### src/hw/rtl/b64d_pkg.sv
package b64d_pkg;

    localparam logic [7:0] PAD_CHAR      = 8'h3D;
    localparam logic [7:0] XOR_KEY_RESET = 8'h19;
    localparam logic [7:0] ADD_KEY_RESET = 8'h86;

    // result queue depth, a power of two, at least 4
    localparam int RESULT_FIFO_DEPTH = 8;

    localparam int CFG_INDEX_W = 4;
    localparam int CFG_DATA_W  = 8;
    localparam logic [CFG_INDEX_W-1:0] REG_XOR_KEY = CFG_INDEX_W'(0);
    localparam logic [CFG_INDEX_W-1:0] REG_ADD_KEY = CFG_INDEX_W'(1);

    typedef enum logic [1:0] {
        KIND_DATA = 2'd0,
        KIND_END  = 2'd1,
        KIND_BAD  = 2'd2
    } kind_t;

    typedef enum logic [1:0] {
        ST_ACTIVE = 2'd0,
        ST_DONE   = 2'd1,
        ST_ERROR  = 2'd2
    } status_t;

    typedef struct packed {
        kind_t      kind;
        logic [7:0] data;
        logic       last;
    } result_t;

    // all results caused by one character, item 0 first
    typedef struct packed {
        logic [1:0]        count;
        result_t [2:0]     item;
    } bundle_t;

    // bit 6 set means the character is outside the alphabet
    function automatic logic [6:0] sextet_of(input logic [7:0] ch);
        logic [6:0] val;
        case (ch) inside
            [8'h41:8'h5A]: val = 7'(ch - 8'h41);
            [8'h61:8'h7A]: val = 7'(ch - 8'h47);
            [8'h30:8'h39]: val = 7'(ch + 8'd4);
            8'h2B:         val = 7'd62;
            8'h2F:         val = 7'd63;
            default:       val = 7'h40;
        endcase
        return val;
    endfunction

    function automatic logic [7:0] unmask(input logic [7:0] b, input logic [7:0] add_key,
                                          input logic [7:0] xor_key);
        return (b - add_key) ^ xor_key;
    endfunction

endpackage

### src/hw/rtl/b64d_decoder.sv
module b64d_decoder
(
    input  logic                clk,
    input  logic                rst_n,
    input  logic                fire,
    input  logic [7:0]          char_code,
    input  logic                start_of_text,
    input  logic [7:0]          xor_key,
    input  logic [7:0]          add_key,
    output b64d_pkg::bundle_t   results
);

    logic [1:0]        pos_reg, pos_next;
    logic [17:0]       acc_reg, acc_next;
    logic [1:0]        pad_reg, pad_next;
    b64d_pkg::status_t status_reg, status_next;

    logic [1:0]        pos_eff;
    logic [17:0]       acc_eff;
    logic [1:0]        pad_eff;
    b64d_pkg::status_t status_eff;

    logic [6:0]  sx;
    logic        bad;
    logic        is_pad;
    logic        active;
    logic        group_err;
    logic [1:0]  group_pad;
    logic [23:0] word;

    // start flag clears the state before this character is handled
    assign pos_eff    = start_of_text ? 2'd0 : pos_reg;
    assign acc_eff    = start_of_text ? 18'd0 : acc_reg;
    assign pad_eff    = start_of_text ? 2'd0 : pad_reg;
    assign status_eff = start_of_text ? b64d_pkg::ST_ACTIVE : status_reg;

    assign sx        = b64d_pkg::sextet_of(char_code);
    assign bad       = sx[6];
    assign is_pad    = (char_code == b64d_pkg::PAD_CHAR);
    assign active    = (status_eff == b64d_pkg::ST_ACTIVE);
    assign group_err = !is_pad && (pad_eff != 2'd0 || bad);
    assign group_pad = is_pad ? 2'(pad_eff + 2'd1) : pad_eff;
    assign word      = {acc_eff, (is_pad ? 6'd0 : sx[5:0])};

    always_comb
    begin
        pos_next    = pos_eff;
        acc_next    = acc_eff;
        pad_next    = pad_eff;
        status_next = status_eff;
        if (active)
        begin
            case (pos_eff)
                2'd0:
                begin
                    if (bad)
                    begin
                        status_next = b64d_pkg::ST_DONE;
                    end
                    else
                    begin
                        acc_next = {12'd0, sx[5:0]};
                        pad_next = 2'd0;
                        pos_next = 2'd1;
                    end
                end
                2'd1:
                begin
                    if (bad)
                    begin
                        status_next = b64d_pkg::ST_ERROR;
                    end
                    else
                    begin
                        acc_next = {acc_eff[11:0], sx[5:0]};
                        pos_next = 2'd2;
                    end
                end
                2'd2:
                begin
                    if (is_pad)
                    begin
                        pad_next = 2'd1;
                        acc_next = {acc_eff[11:0], 6'd0};
                        pos_next = 2'd3;
                    end
                    else if (bad)
                    begin
                        status_next = b64d_pkg::ST_ERROR;
                    end
                    else
                    begin
                        acc_next = {acc_eff[11:0], sx[5:0]};
                        pos_next = 2'd3;
                    end
                end
                default:
                begin
                    if (group_err)
                    begin
                        status_next = b64d_pkg::ST_ERROR;
                    end
                    else
                    begin
                        pos_next = 2'd0;
                        acc_next = 18'd0;
                        pad_next = 2'd0;
                        // padding ends the text
                        if (group_pad != 2'd0)
                        begin
                            status_next = b64d_pkg::ST_DONE;
                        end
                    end
                end
            endcase
        end
    end

    always_comb
    begin
        results = '0;
        if (active)
        begin
            case (pos_eff)
                2'd0:
                begin
                    if (bad)
                    begin
                        results.item[0].kind = b64d_pkg::KIND_END;
                        results.count        = 2'd1;
                    end
                end
                2'd1:
                begin
                    if (bad)
                    begin
                        results.item[0].kind = b64d_pkg::KIND_BAD;
                        results.count        = 2'd1;
                    end
                end
                2'd2:
                begin
                    if (!is_pad && bad)
                    begin
                        results.item[0].kind = b64d_pkg::KIND_BAD;
                        results.count        = 2'd1;
                    end
                end
                default:
                begin
                    if (group_err)
                    begin
                        results.item[0].kind = b64d_pkg::KIND_BAD;
                        results.count        = 2'd1;
                    end
                    else
                    begin
                        results.item[0].kind = b64d_pkg::KIND_DATA;
                        results.item[0].data = b64d_pkg::unmask(word[23:16], add_key, xor_key);
                        case (group_pad)
                            2'd0:
                            begin
                                results.item[1].kind = b64d_pkg::KIND_DATA;
                                results.item[1].data =
                                    b64d_pkg::unmask(word[15:8], add_key, xor_key);
                                results.item[2].kind = b64d_pkg::KIND_DATA;
                                results.item[2].data =
                                    b64d_pkg::unmask(word[7:0], add_key, xor_key);
                                results.count        = 2'd3;
                            end
                            2'd1:
                            begin
                                results.item[1].kind = b64d_pkg::KIND_DATA;
                                results.item[1].data =
                                    b64d_pkg::unmask(word[15:8], add_key, xor_key);
                                results.item[2].kind = b64d_pkg::KIND_END;
                                results.count        = 2'd3;
                            end
                            default:
                            begin
                                results.item[1].kind = b64d_pkg::KIND_END;
                                results.count        = 2'd2;
                            end
                        endcase
                    end
                end
            endcase
        end
        if (results.count != 2'd0)
        begin
            results.item[2'(results.count - 2'd1)].last = 1'b1;
        end
    end

    always_ff @(posedge clk or negedge rst_n)
    begin
        if (!rst_n)
        begin
            pos_reg    <= 2'd0;
            acc_reg    <= 18'd0;
            pad_reg    <= 2'd0;
            status_reg <= b64d_pkg::ST_ACTIVE;
        end
        else if (fire)
        begin
            pos_reg    <= pos_next;
            acc_reg    <= acc_next;
            pad_reg    <= pad_next;
            status_reg <= status_next;
        end
    end

endmodule

### src/hw/rtl/b64d_result_fifo.sv
module b64d_result_fifo
#(
    parameter int DEPTH = b64d_pkg::RESULT_FIFO_DEPTH
)
(
    input  logic                clk,
    input  logic                rst_n,
    input  logic                push,
    input  b64d_pkg::bundle_t   push_bundle,
    output logic                space_ok,
    output logic                valid,
    input  logic                stall,
    output b64d_pkg::result_t   head
);

    localparam int AW = $clog2(DEPTH);
    localparam int CW = $clog2(DEPTH + 1);

    b64d_pkg::result_t mem [DEPTH];

    logic [AW-1:0] wr_ptr_reg, wr_ptr_next;
    logic [AW-1:0] rd_ptr_reg, rd_ptr_next;
    logic [CW-1:0] count_reg, count_next;
    logic [1:0]    push_n;
    logic          pop;

    assign push_n   = push ? push_bundle.count : 2'd0;
    assign pop      = valid && !stall;
    assign valid    = (count_reg != CW'(0));
    assign head     = mem[rd_ptr_reg];
    // room for a full bundle of three
    assign space_ok = (count_reg <= CW'(DEPTH - 3));

    assign wr_ptr_next = AW'(wr_ptr_reg + AW'(push_n));
    assign rd_ptr_next = pop ? AW'(rd_ptr_reg + AW'(1)) : rd_ptr_reg;
    assign count_next  = CW'(count_reg + CW'(push_n) - CW'(pop));

    always_ff @(posedge clk)
    begin
        for (int i = 0; i < 3; i++)
        begin
            if (2'(i) < push_n)
            begin
                mem[AW'(wr_ptr_reg + AW'(i))] <= push_bundle.item[i];
            end
        end
    end

    always_ff @(posedge clk or negedge rst_n)
    begin
        if (!rst_n)
        begin
            wr_ptr_reg <= '0;
            rd_ptr_reg <= '0;
            count_reg  <= '0;
        end
        else
        begin
            wr_ptr_reg <= wr_ptr_next;
            rd_ptr_reg <= rd_ptr_next;
            count_reg  <= count_next;
        end
    end

endmodule

### src/hw/rtl/base64_deobfuscate_decoder_top.sv
// Streaming base64 decoder with byte unmasking. One character is taken per
// clock unless the input stalls; it is held in an input register, decoded
// against the group state, and the up to three results it causes (data bytes,
// end of text, or malformed input) go into a result queue of RESULT_FIFO_DEPTH
// entries that drains one result per clock when not stalled. The first result
// of a character is offered once the character has left the input register
// for the queue. The input stalls only while the queue has fewer than three
// free entries, so a complete group of four characters sustains one character
// per clock while the receiver keeps up. Registers: index 0 xor key, index 1
// add key, other indexes ignored; write them only while the block is idle.
module base64_deobfuscate_decoder_top
#(
    parameter int RESULT_FIFO_DEPTH = b64d_pkg::RESULT_FIFO_DEPTH
)
(
    input  logic                             clk,
    input  logic                             rst_n,

    input  logic                             char_valid,
    output logic                             char_stall,
    input  logic [7:0]                       char_code,
    input  logic                             start_of_text,

    output logic                             result_valid,
    input  logic                             result_stall,
    output logic [1:0]                       result_kind,
    output logic [7:0]                       data_byte,
    output logic                             last_of_run,

    input  logic                             cfg_write_en,
    input  logic [b64d_pkg::CFG_INDEX_W-1:0] cfg_index,
    input  logic [b64d_pkg::CFG_DATA_W-1:0]  cfg_data
);

    logic [7:0] xor_key_reg;
    logic [7:0] add_key_reg;

    logic       in_valid_reg, in_valid_next;
    logic [7:0] char_reg;
    logic       start_reg;

    logic              accept;
    logic              fire;
    logic              space_ok;
    b64d_pkg::bundle_t bundle;
    b64d_pkg::result_t head;

    assign fire          = in_valid_reg && space_ok;
    assign char_stall    = in_valid_reg && !space_ok;
    assign accept        = char_valid && !char_stall;
    assign in_valid_next = accept ? 1'b1 : (fire ? 1'b0 : in_valid_reg);

    always_ff @(posedge clk or negedge rst_n)
    begin
        if (!rst_n)
        begin
            in_valid_reg <= 1'b0;
        end
        else
        begin
            in_valid_reg <= in_valid_next;
        end
    end

    always_ff @(posedge clk)
    begin
        if (accept)
        begin
            char_reg  <= char_code;
            start_reg <= start_of_text;
        end
    end

    always_ff @(posedge clk or negedge rst_n)
    begin
        if (!rst_n)
        begin
            xor_key_reg <= b64d_pkg::XOR_KEY_RESET;
            add_key_reg <= b64d_pkg::ADD_KEY_RESET;
        end
        else if (cfg_write_en)
        begin
            if (cfg_index == b64d_pkg::REG_XOR_KEY)
            begin
                xor_key_reg <= cfg_data[7:0];
            end
            else if (cfg_index == b64d_pkg::REG_ADD_KEY)
            begin
                add_key_reg <= cfg_data[7:0];
            end
        end
    end

    b64d_decoder u_decoder
    (
        .clk           (clk),
        .rst_n         (rst_n),
        .fire          (fire),
        .char_code     (char_reg),
        .start_of_text (start_reg),
        .xor_key       (xor_key_reg),
        .add_key       (add_key_reg),
        .results       (bundle)
    );

    b64d_result_fifo
    #(
        .DEPTH (RESULT_FIFO_DEPTH)
    )
    u_result_fifo
    (
        .clk         (clk),
        .rst_n       (rst_n),
        .push        (fire),
        .push_bundle (bundle),
        .space_ok    (space_ok),
        .valid       (result_valid),
        .stall       (result_stall),
        .head        (head)
    );

    assign result_kind = head.kind;
    assign data_byte   = head.data;
    assign last_of_run = head.last;

endmodule

### config.mk
export PLATFORM = sky130hd
export DESIGN_NAME = base64_deobfuscate_decoder_top
export DESIGN_NICKNAME = d
export VERILOG_FILES = /design/src/hw/rtl/b64d_pkg.sv /design/src/hw/rtl/b64d_decoder.sv /design/src/hw/rtl/b64d_result_fifo.sv /design/src/hw/rtl/base64_deobfuscate_decoder_top.sv
export SDC_FILE = /design/constraint.sdc
export NUM_CORES = 1
export LEC_CHECK = 0
export ABC_AREA = 1
export BUFFER_PORTS_ARGS = -buffer_cell sky130_fd_sc_hd__buf_2
export CAP_MARGIN = 10
export CORE_ASPECT_RATIO = 1.1
export CORE_MARGIN = 10
export CORE_UTILIZATION = 65
export CTS_BUF_LIST = sky130_fd_sc_hd__clkbuf_8
export DETAILED_ROUTE_END_ITERATION = 10
export HOLD_SLACK_MARGIN = 0.08
export PLACE_DENSITY_LB_ADDON = 0.3
export SLEW_MARGIN = 20
export SYNTH_ARGS = -nofsm -noshare
export SYNTH_HDL_FRONTEND = slang
export SYNTH_SLANG_ARGS = --single-unit
### constraint.sdc
create_clock -name clk -period 7.6 [get_ports clk]
set_input_delay 0.76 -clock clk [delete_from_list [all_inputs] [get_ports clk]]
set_output_delay 0.76 -clock clk [all_outputs]
set_load 0.05 [all_outputs]
# Word level (Yosys, flattened, before mapping)

Memories as Yosys holds them, arrays and structs flattened.
Cells that the tools add are included.

Add/sub/neg operators: 14
$mul: 0
Divide/modulo/power cells: 0
Magnitude comparators: 12
Equality and inequality tests: 7
Shift-type cells: 0
Mux-type cells: 71
Bitwise operators: 4
Reduce and logical (&&, ||, !) cells: 29

Operators with widths:

| cell                | number |
|---|---|
| $mux 18             | 6 |
| $mux 10             | 6 |
| $pmux 18 s3         | 1 |
| $mux 2              | 25 |
| $mux 7              | 5 |
| $bwmux 33           | 1 |
| $mux 33             | 1 |
| $mux 8              | 4 |
| $eq 8x6->1 const B  | 3 |
| $pmux 2 s3          | 4 |
| $sub 8x8->8         | 3 |
| $xor 8x8->8         | 3 |
| $demux 11 s2        | 1 |
| $ge 8x7->1 const B  | 2 |
| $le 8x7->1 const B  | 2 |
| $mux 1              | 14 |
| $sub 7x7->7 const B | 2 |
| $mux 12             | 1 |
| $logic_and 1x1->1   | 10 |
| $ge 8x6->1 const B  | 1 |
| $le 8x6->1 const B  | 1 |
| $reduce_bool 2->1   | 4 |
| $add 7x3->7 const B | 1 |
| $add 3x1->3 const B | 2 |
| other kinds (26)    | 34 |

Bits in registers: 60
Bits in latches: 0
Memory bits (writable): 88
Memory bits (read-only): 0
Input bits: 26
Output and inout port bits: 13
Word-level logic and storage cells: 150
Memories: 1

Memories:

| memory            | words | bits a word | rd ports | clocked after Yosys merged registers in | wr ports | RTL line               | RTL |
|---|---|---|---|---|---|---|---|
| u_result_fifo.mem | 8     | 11          | 1        | 0                                       | 3        | b64d_result_fifo.sv:19 | `b64d_pkg::result_t mem [DEPTH];` |

# Longest topological paths before layout

Gate-level depths: netlist of run 1.

Depth after elaboration: 20
Mapped depth: 24
Gate-level depth less buffers: 24

# Modules after synthesis

From an unflattened synthesis of run 1, not the netlist that was laid out.

Cells, all modules: 1,614
Area total of the unflattened synthesis: 11,644.9 µm²

By module, submodules not included:

| module                         | instances | cells an instance | area an instance (µm²) |
|---|---|---|---|
| b64d_result_fifo               | 1         | 918               | 6,857.8 |
| b64d_decoder                   | 1         | 605               | 3,716.1 |
| base64_deobfuscate_decoder_top | 1         | 91                | 1,071.0 |

# Least setup slack after synthesis of run 1

Ideal clock, no wire load.

Kind: reg2reg
Start point: register char_reg[1]
End point: memory u_result_fifo.mem[0][5] (netlist name), data pin
Setup time: 0.131 ns
Arrival time: 3.176 ns
Required time: 7.469 ns
Path slack: 4.293 ns
Cell stages (with the launch flop): 22
Path buffers: 0
Clock period less this slack: 3.307 ns
Cell sequence: edfxtp_1 > inv_1 > ha_1 > nand2_1 > nor2_1 > nand2_1 > nand3_1 > inv_1 > o21ai_0 > nand2_1 > nand2_1 > ha_1 > inv_1 > fa_1 > nand3_1 > nand2_1 > xnor2_1 > xor2_1 > nand3_1 > nor3_1 > nand2_1 > nand2_1

RTL lines:

| element                  | RTL line                             | RTL |
|---|---|---|
| start: declaration       | base64_deobfuscate_decoder_top.sv:39 | `logic [7:0] char_reg;` |
| start signal: assignment | base64_deobfuscate_decoder_top.sv:69 | `char_reg <= char_code;` |
| end: declaration         | b64d_result_fifo.sv:19               |  |

==> impl_metrics.toml, run 1 <==
[outcome]
status = "finished clean"

[routing]
viasPerCell = 5.891
drt-pass1-iter-count = 5
drc = 0
ant_nets = 0
wl_per_cell_um = 18.17
vias = 10539
drt_iter0_drc = 1354
wl_um = 32510

[sta]
slew_headroom_pct = 27.78
period_share_pct = 60.16
slew_violations = 0
setup_viol = 0
rsz0062_at_grt = "false"
clock_skew_ps = 14.31
period_minus_slack_ps = 4573
fmax_mhz = 218.7
worst_slew_pin_slew_ps = 1079
hold_viol = 0
tns_ps = 0

[global_route]
first_global_vias = 9806
grt.total_usage_pct = 29.48
grt_antenna_before_repair = 0
gr-total-overflow = 0
grt_max_degree = 52
grt_pass1_wl_um = 52000

[setup_path]
worstSetupPathType = "reg2reg"
r2r_end = "u_result_fifo.mem[7][3]$_DFFE_PP_"
r2r-start = "start_reg$_DFFE_PP_"
crit_start = "start_reg$_DFFE_PP_"
worstPathArrival_ps = 4700
cp_max_fo = 22
end_kind = "flop"
reg2reg_depth = 9
startpoint_type = "flop"
r2r_slack_ps = 3030
cp.required_ps = 7730

[clocking]
clock-sinks = 148
postCtsHoldBufs = 0
cts_made_buffers = 17
path_clk_slew_ps = 90
cts_setup_buffers = 0
h-tree-depth = 4
cts-resized-gates = 0
cts_buffer_depth = 2
cts_root_buf = "clkbuf_8"
cts_tree = "yes"
clock_latency_ps = 490

[synth]
yosysMostFrequentCell = "nand2_1"
synth_flop_cell = "edfxtp_1"
synth_enable_flop_cells = 97
syn_nets = 1621
ys_ff_latch = 148
seq_area_frac_synth_pct = 38.50
synth.avg_cell_area_um2 = 7.045
synth.distinct_cells = 48
yosysTopAreaCell = "edfxtp_1"
syn_inst = 1547
synthTopCellsByCount = "580 x nand2_1, 169 x inv_1, 157 x nor2_1"
ys_top_cells_by_area = "edfxtp_1 27%, nand2_1 20%, dfrtp_1 10%"
netlist.area_leader.share_pct = 26.72
netlist_area_um2 = 10900
ys.warnings.count = 0
synth-async-reset-ratio_pct = 34.46

[pwr]
switching_share_pct = 50.25
leakage_nw = 5.855
p_per_area_nw_per_um2 = 353.1
internal_power_mw = 2.043
p_clk_share_pct = 16.0
finalPower_mw = 4.107
power_frac_comb_pct = 55.2
p_seq_share_pct = 28.8
p_switching_mw = 2.064
vdd_ir_drop_max_mv = 0.2523

[layout]
largest_reg_flops = 88
antennaDiodeCount = 0
layout.nets = 1646
syn_to_final_growth_pct = 6.727
layout-drive-gt1-share_pct = 9.464
nFillCells = 1416

[floorplan]
floorplan.die_area_um2 = 22350
die_h_um = 155.8
rows = 49
fp.dieW_um = 143.5
ios = 39
start_util_pct = 66.33
core_area_um2 = 16430

[placement]
portBuffers = 38
dp_hpwl_um = 24040
place.gp.congestion = 1.042

[worst_hold_path]
hold_path.class = "in2async"

[job]
drv_cap = 0
==> cells in the final DEF, fill, tap and decap left out, types with 9 or more instances in the layout <==
master and instances:
inv_1 168, buf_2 38, nand4_1 22, ha_1 43, o22ai_1 23, edfxtp_1 97
nand3_1 91, nand2_1 580, o21ai_0 86, a31oi_1 14, a21oi_1 24, xnor2_1 13
nor2_2 18, dfrtp_1 45, clkbuf_8 18, xor2_1 24, nor2_1 157, nand2_2 17
buf_4 9, nor3_1 14
==> cell type report <==
cell class | count | area [um2] | share of cell area, %
Clock buffer | 18 | 247.7 | 2.130
Clock inverter | 14 | 168.9 | 1.452
Inverter | 175 | 656.9 | 5.647
Multi-Input combinational cell | 1183 | 5849 | 50.29
Sequential cell | 148 | 4197 | 36.08
Tap cell | 204 | 255.2 | 2.194
Timing Repair Buffer | 47 | 257.7 | 2.216
==> cell families (layout without fill, tap and decap cells) <==
family	Yosys count	after routing	synth area share (%)
AO/OA/AOI/OAI	174	174	9.035
XOR/XNOR	37	37	2.973
adder cells (fa/ha/maj)	48	48	5.855
buffers and inverters	216	254	7.829
flip-flops	148	148	38.50
AND/OR/NAND/NOR	924	924	35.81
==> per-stage QoR <==
| stage | instance area (um2) | worst slack (ps) | hold WS (ps) | instances | util (%) |
|---|---|---|---|---|---|
| detailed placement | 11220 | 3182 | 470.6 | 1757 | 68.26 |
| floorplan | 10900 | 4293 | 449.2 | 1547 | - |
| finish | 11630 | 3028 | 362.3 | 1789 | 70.80 |
| global route | 11630 | 2702 | 423.6 | 1789 | 70.80 |
| global placement | 11220 | 3396 | 464.1 | 1757 | 68.26 |
| CTS | 11630 | 3162 | 410.1 | 1789 | 70.80 |
==> worst max-delay path, cell delays in order (launching register included) <==
cell,delay (ps)
edfxtp_1,440
inv_1,350
o21ai_2,430
inv_1,430
nor2_1,480
buf_4,310
nand4_1,580
o21ai_1,630
nand2_1,140
nand2_1,420
==> worst max path at each step <==
stage                                        endpoint  slack (ps)  cells past startpoint
floorplan           u_result_fifo.mem[0][5]$_DFFE_PP_        4290                     21
global placement    u_result_fifo.mem[7][3]$_DFFE_PP_        3400                      9
detailed placement  u_result_fifo.mem[7][7]$_DFFE_PP_        3180                      9
CTS                 u_result_fifo.mem[7][3]$_DFFE_PP_        3160                      9
global route        u_result_fifo.mem[7][3]$_DFFE_PP_        2700                      9
finish              u_result_fifo.mem[7][3]$_DFFE_PP_        3030                      9
==> power groups by stage <==
stage / Sequential, mW / Clock, mW / Combinational (mW)
after floorplan: 1.14 / 0 / 1.72
after global placement: 1.19 / 0 / 2.17
after detailed placement: 1.20 / 0 / 2.22
after CTS: 1.18 / 0.655 / 2.23
after global routing: 1.20 / 0.681 / 2.51
final: 1.18 / 0.656 / 2.27
==> routing by layer <==
| metal | track usage [%] | wire, um |
|---|---|---|
| met5 | 0 | 0 |
| met4 | 18.25 | 2041 |
| met3 | 4.537 | 2814 |
| met2 | 46.46 | 14970 |
| met1 | 37.29 | 12680 |
(Power assumes the default switching activity.)
==> inputs of run 2 (changes only) <==
--- a/config.mk
+++ b/config.mk
@@ -10,7 +10,7 @@
 export CAP_MARGIN = 10
 export CORE_ASPECT_RATIO = 1.1
 export CORE_MARGIN = 10
-export CORE_UTILIZATION = 65
+export CORE_UTILIZATION = 59
 export CTS_BUF_LIST = sky130_fd_sc_hd__clkbuf_8
 export DETAILED_ROUTE_END_ITERATION = 10
 export HOLD_SLACK_MARGIN = 0.08
==> constraint.sdc (replaced) <==
create_clock -name clk -period 3.9 [get_ports clk]
set_input_delay 0.39 -clock clk [delete_from_list [all_inputs] [get_ports clk]]
set_output_delay 0.39 -clock clk [all_outputs]
set_load 0.05 [all_outputs]
==> run 2 against run 1 <==
Total power grew 97%. Cell count is 4.3% higher. Critical path depth rose by 12. First-iteration DRC count fell by 17%. Sequential power up 93%. Worst setup slack got worse by 2800 ps. Highest routed layer unchanged. Cell area is 3.6% higher. Die area up 8.8%. Worst hold slack got worse by 280 ps. Largest cell class unchanged. Critical path type unchanged.
==> impl_metrics.toml, run 2 (same netlist as run 1, synthesis figures left out) <==
[setup_path]
worstPathArrival_ps = 4020
max_stage_delay_ps = 420
worstSetupPathType = "reg2reg"
worst_path_most_repeated_cell = "nand2_1"
end_kind = "flop"
cp.required_ps = 4240
crit_path_cell_trace = "buf_4 -> ha_1 -> inv_1 -> nand2_1 -> nand2_1 -> nand2_1 -> o21ai_0 -> nand2_1 -> o21ai_1 -> inv_1 -> ha_2 -> a21oi_1 -> or2_2 -> nand3_1 -> nand2_1 -> nand2_1 -> xor2_1 -> nor3b_2 -> buf_4 -> nand2_1 -> nand2_1"
critPathSlowestCell = "edfxtp_1"
cp_max_fo = 7
reg2reg_depth = 21
startpoint_type = "flop"

[sta]
worst_slew_pin_slew_ps = 801.8
slew_violations = 0
period_minus_slack_ps = 3683
hold_viol = 0
fmax_mhz = 271.5
hold-worst-slack_ps = 85.17
tns_ps = 0
period_share_pct = 94.44
clock_skew_ps = 12.72
setup_viol = 0
slew_headroom_pct = 46.49

[pwr]
p_clk_share_pct = 16.0
p_per_area_nw_per_um2 = 673.2
power_frac_comb_pct = 55.9
p_switching_mw = 3.983
leakage_nw = 6.048
internal_power_mw = 4.127
vdd_ir_drop_max_mv = 0.4494
p_seq_share_pct = 28.1
switching_share_pct = 49.11

[floorplan]
fp.dieW_um = 149.6
start_util_pct = 59.62
die_h_um = 162.6
rows = 52
core_area_um2 = 18280
floorplan.die_area_um2 = 24320
ios = 39

[placement]
portBuffers = 38
dp_hpwl_um = 23630
place.gp.congestion = 0.9953

[clocking]
cts_root_buf = "clkbuf_8"
cts_made_buffers = 17
cts_buffer_depth = 2
h-tree-depth = 4
clock_latency_ps = 480
cts_tree = "yes"
path_clk_slew_ps = 90
clock-sinks = 148

[layout]
antennaDiodeCount = 0
largest_reg_flops = 88
layout.nets = 1684
final_common_cell = "nand2_1"
multi_input_area_um2 = 5912
nFillCells = 1636
layout_common_cells = "579 x nand2_1, 169 x inv_1, 155 x nor2_1, 97 x edfxtp_1, 90 x nand3_1"
syn_to_final_growth_pct = 10.53
seq_area_um2 = 4197
layout-drive-gt1-share_pct = 11.52

[routing]
drc = 0
wl_um = 32640
drt-pass1-iter-count = 8
drt_iter0_drc = 1123
ant_nets = 0
viasPerCell = 5.680
vias = 10599
wl_per_cell_um = 17.49

[global_route]
first_global_vias = 9926
grt.total_usage_pct = 26.99
grt_pass1_wl_um = 52370
grt_antenna_before_repair = 0
grt_max_degree = 52
gr-total-overflow = 0

[job]
drv_cap = 0

[outcome]
status = "finished clean"

[worst_hold_path]
whs_path_depth = 1
hold_path.class = "in2reg"
==> run 2: cell count changes in the layout (fill, tap and decap cells not counted), moves of 2 or more <==
cell and delta:
buf_4 +30, dlygate4sd3_1 +8, o21ai_0 -3, o21ai_1 +3
ha_1 -2, nor2_1 -2, nor3_1 -2
==> run 2: repair_timing <==
action                                  CTS  global route
setup buffers                             0             4
endpoints found under the hold margin     9             7
endpoints found under the setup margin    0            48
hold buffers                              1             7
gates resized for setup                   0            16
==> run 2: path summary, 6_finish.rpt <==
path	endpoint	start	slack (ps)
hold reg to reg	u_decoder.acc_reg[4]$_DFFE_PN0P_	u_decoder.acc_reg[4]$_DFFE_PN0P_	490
hold / removal	char_reg[5]$_DFFE_PP_	char_code[5]	90
min in group asynchronous	u_result_fifo.rd_ptr_reg[2]$_DFFE_PN0P_	rst_n	560
setup reg to reg	u_result_fifo.mem[4][6]$_DFFE_PP_	char_reg[2]$_DFFE_PP_	220
max in group asynchronous	xor_key_reg[1]$_DFFE_PN0P_	rst_n	2840
setup / recovery	u_result_fifo.mem[4][6]$_DFFE_PP_	char_reg[2]$_DFFE_PP_	220
==> run 2: power by group through the flow <==
stage                     clock network [mW]  logic, mW  registers (mW)
after floorplan                            0       3.36            2.21
after global placement                     0       4.30            2.30
after detailed placement                   0       4.40            2.30
after CTS                               1.29       4.43            2.27
after global routing                    1.36       5.05            2.31
final                                   1.30       4.53            2.28
==> run 2: metal layers <==
layer	up-vias	routed length, um	track usage, %
met5	-	0	0
met2	566	15510	44.54
met4	0	1485	12.77
met1	4784	12960	33.98
met3	121	2687	4.030
li1	5128	-	-
==> run 2: area by class of cell <==
class / instances / share of cell area [%]
clock buffers: 17 / 1.942
clock inverters: 15 / 1.496
inverters: 175 / 5.453
multi-input cells: 1183 / 49.08
flip-flops and latches: 148 / 34.84
well taps: 243 / 2.524
repair buffers: 85 / 4.674
==> run 2: critical path: cells and delay by family, from the launching register on <==
family | cells | cell delay, ps
simple gates | 11 | 1230
flops | 1 | 420
compound gates | 3 | 570
buf+inv | 4 | 520
xor+xnor | 1 | 170
fa+ha+maj | 2 | 630
==> run 2: per-stage QoR <==
| step | cells | power [mW] | util (%) | worst slack (ps) | instance area (um2) |
|---|---|---|---|---|---|
| floorplan | 1547 | 5.572 | - | 593.1 | 10900 |
| detailed placement | 1822 | 6.706 | 62.68 | 154.2 | 11460 |
| global route | 1866 | 8.714 | 65.89 | -44.57 | 12050 |
| finish | 1866 | 8.110 | 65.89 | 216.8 | 12050 |
| global placement | 1822 | 6.599 | 62.68 | 237.3 | 11460 |
| CTS | 1855 | 7.993 | 65.00 | 122.7 | 11880 |
==> inputs of run 3 (changes only) <==
--- a/config.mk
+++ b/config.mk
@@ -9,9 +9,9 @@
 export BUFFER_PORTS_ARGS = -buffer_cell sky130_fd_sc_hd__buf_2
 export CAP_MARGIN = 10
 export CORE_ASPECT_RATIO = 1.1
-export CORE_MARGIN = 10
 export CORE_UTILIZATION = 59
 export CTS_BUF_LIST = sky130_fd_sc_hd__clkbuf_8
+export CTS_CLUSTER_SIZE = 30
 export DETAILED_ROUTE_END_ITERATION = 10
 export HOLD_SLACK_MARGIN = 0.08
 export PLACE_DENSITY_LB_ADDON = 0.3
==> run 3 against run 2 <==
Global-route usage is 8.5 points higher. Total power is 0.88% lower. Cell count is 0.38% lower. Clock skew is 0.55 ps higher. Non-clock buffer count is 1 lower. Sequential share of layout area is 0.13 points higher. Critical endpoint is now u_result_fifo.mem[2][5]$_DFFE_PP_. Largest cell class unchanged.
==> impl_metrics.toml, run 3 (same netlist as run 1, synthesis figures left out) <==
[outcome]
status = "finished clean"

[routing]
top_layer = "met4"
ant_nets = 0
vias = 10497
drc = 0
wl_um = 33030
drt_iter0_drc = 1033
drt-pass1-iter-count = 6
wl_per_cell_um = 17.77
met2_length_um = 16070
viasPerCell = 5.647
routed-wl-met3_um = 2525
routedLengthMet1_um = 13380

[layout]
layout_common_cells = "579 x nand2_1, 168 x inv_1, 156 x nor2_1, 97 x edfxtp_1, 90 x nand3_1"
final_area_um2 = 12000
seq_area_um2 = 4197
largest_reg_flops = 88
syn_to_final_growth_pct = 10.13
layout.nets = 1683
antennaDiodeCount = 0
layout-drive-gt1-share_pct = 11.23
multi_input_area_um2 = 5891
nFillCells = 1590
final_common_cell = "nand2_1"
fin_util_pct = 67.18

[pwr]
power_frac_comb_pct = 56.2
finalPower_mw = 8.039
p_clk_share_pct = 15.8
internal_power_mw = 4.061
vdd_ir_drop_max_mv = 0.6324
switching_share_pct = 49.48
p_seq_share_pct = 28.0
p_switching_mw = 3.978
p_per_area_nw_per_um2 = 669.8
leakage_nw = 6.022

[clocking]
clock-sinks = 148
cts_made_buffers = 17
cts_tree = "yes"
cts_root_buf = "clkbuf_8"
cts_buffer_depth = 2
path_clk_slew_ps = 90
h-tree-depth = 4
clock_latency_ps = 480

[global_route]
grt_pass1_wl_um = 51070
grt_max_degree = 52
grt_antenna_before_repair = 0
first_global_vias = 9480
grt.total_usage_pct = 35.49
gr-total-overflow = 0

[setup_path]
worstPathArrival_ps = 3950
end_kind = "flop"
cp_max_fo = 7
worstSetupPathType = "reg2reg"
startpoint_type = "flop"
cp.required_ps = 4250

[worst_hold_path]
hold_path.class = "in2reg"

[floorplan]
core_area_um2 = 17870
start_util_pct = 61.00
floorplan.die_area_um2 = 19020
ios = 39
fp.dieW_um = 131.6
die_h_um = 144.6
rows = 51

[job]
drv_cap = 0

[sta]
setup_viol = 0
period_share_pct = 92.30
rsz0062_at_grt = "true"
fmax_mhz = 277.8
tns_ps = 0
period_minus_slack_ps = 3600
slew_violations = 0
worst_slew_pin_slew_ps = 1023
hold_viol = 0
slew_headroom_pct = 31.25
clock_skew_ps = 13.27

[placement]
dp_hpwl_um = 23750
place.gp.congestion = 0.9887
portBuffers = 38
place_area_um2 = 11430
run 3: final cells by class:
cell class	count	area share [%]
multi-input cells	1183	49.08
flip-flops and latches	148	34.96
inverters	175	5.473
repair buffers	84	4.670
well taps	238	2.481
clock buffers	17	1.949
clock inverters	14	1.386
run 3: final timing paths:
path                            cells past startpoint  slack [ps]                                 endpoint                         startpoint
worst min-delay path                                3         110                 in_valid_reg$_DFFE_PN0P_                         char_valid
max in group asynchronous                           3        2860               add_key_reg[0]$_DFFE_PN0P_                              rst_n
min in group asynchronous                           3         550  u_result_fifo.rd_ptr_reg[0]$_DFFE_PN0P_                              rst_n
worst max-delay path                               20         300        u_result_fifo.mem[2][5]$_DFFE_PP_              char_reg[2]$_DFFE_PP_
worst min register to register                      2         490        u_decoder.acc_reg[12]$_DFFE_PN0P_  u_decoder.acc_reg[12]$_DFFE_PN0P_
worst max register to register                     20         300        u_result_fifo.mem[2][5]$_DFFE_PP_              char_reg[2]$_DFFE_PP_
run 3: timing repair:
item,in CTS,in global routing
resized for setup,0,13
hold buffers,10,0
setup buffers,0,4
setup endpoints to repair,0,54
endpoints found under the hold margin,54,0
run 3: critical path, cell delays in order (launching register included):
cell,delay (ps)
edfxtp_1,520
inv_2,130
ha_1,150
nand2_1,70
nor2_1,120
nand2_1,120
nand3_2,160
inv_1,100
o21ai_1,170
nand2_1,100
nand2_1,110
ha_1,150
inv_1,50
fa_1,410
nand3_1,90
nand2_1,60
xnor2_1,190
xor2_1,220
nor3b_4,350
nand2_1,110
nand2_1,100
run 3: power by group through the flow:
stage	Clock (mW)	Sequential (mW)	Combinational, mW
detailed placement	0	2.29	4.39
CTS	1.28	2.25	4.42
finish	1.27	2.25	4.52
global route	1.33	2.28	4.98
global placement	0	2.28	4.31
floorplan	0	2.21	3.36
run 3: through the flow:
stage	instances	hold WS, ps	setup slack, ps
global placement	1814	461.7	160.8
CTS	1855	96.07	18.07
global route	1859	126.1	-40.22
finish	1859	111.8	300.4
detailed placement	1814	469.9	59.45
floorplan	1547	94.41	593.1
run 3: layer usage:
layer / global-route usage (%) / up-vias
met1: 43.09 / 4800
li1: - / 5117
met5: 0 / -
met3: 6.169 / 89
met2: 62.52 / 491
met4: 14.93 / 0
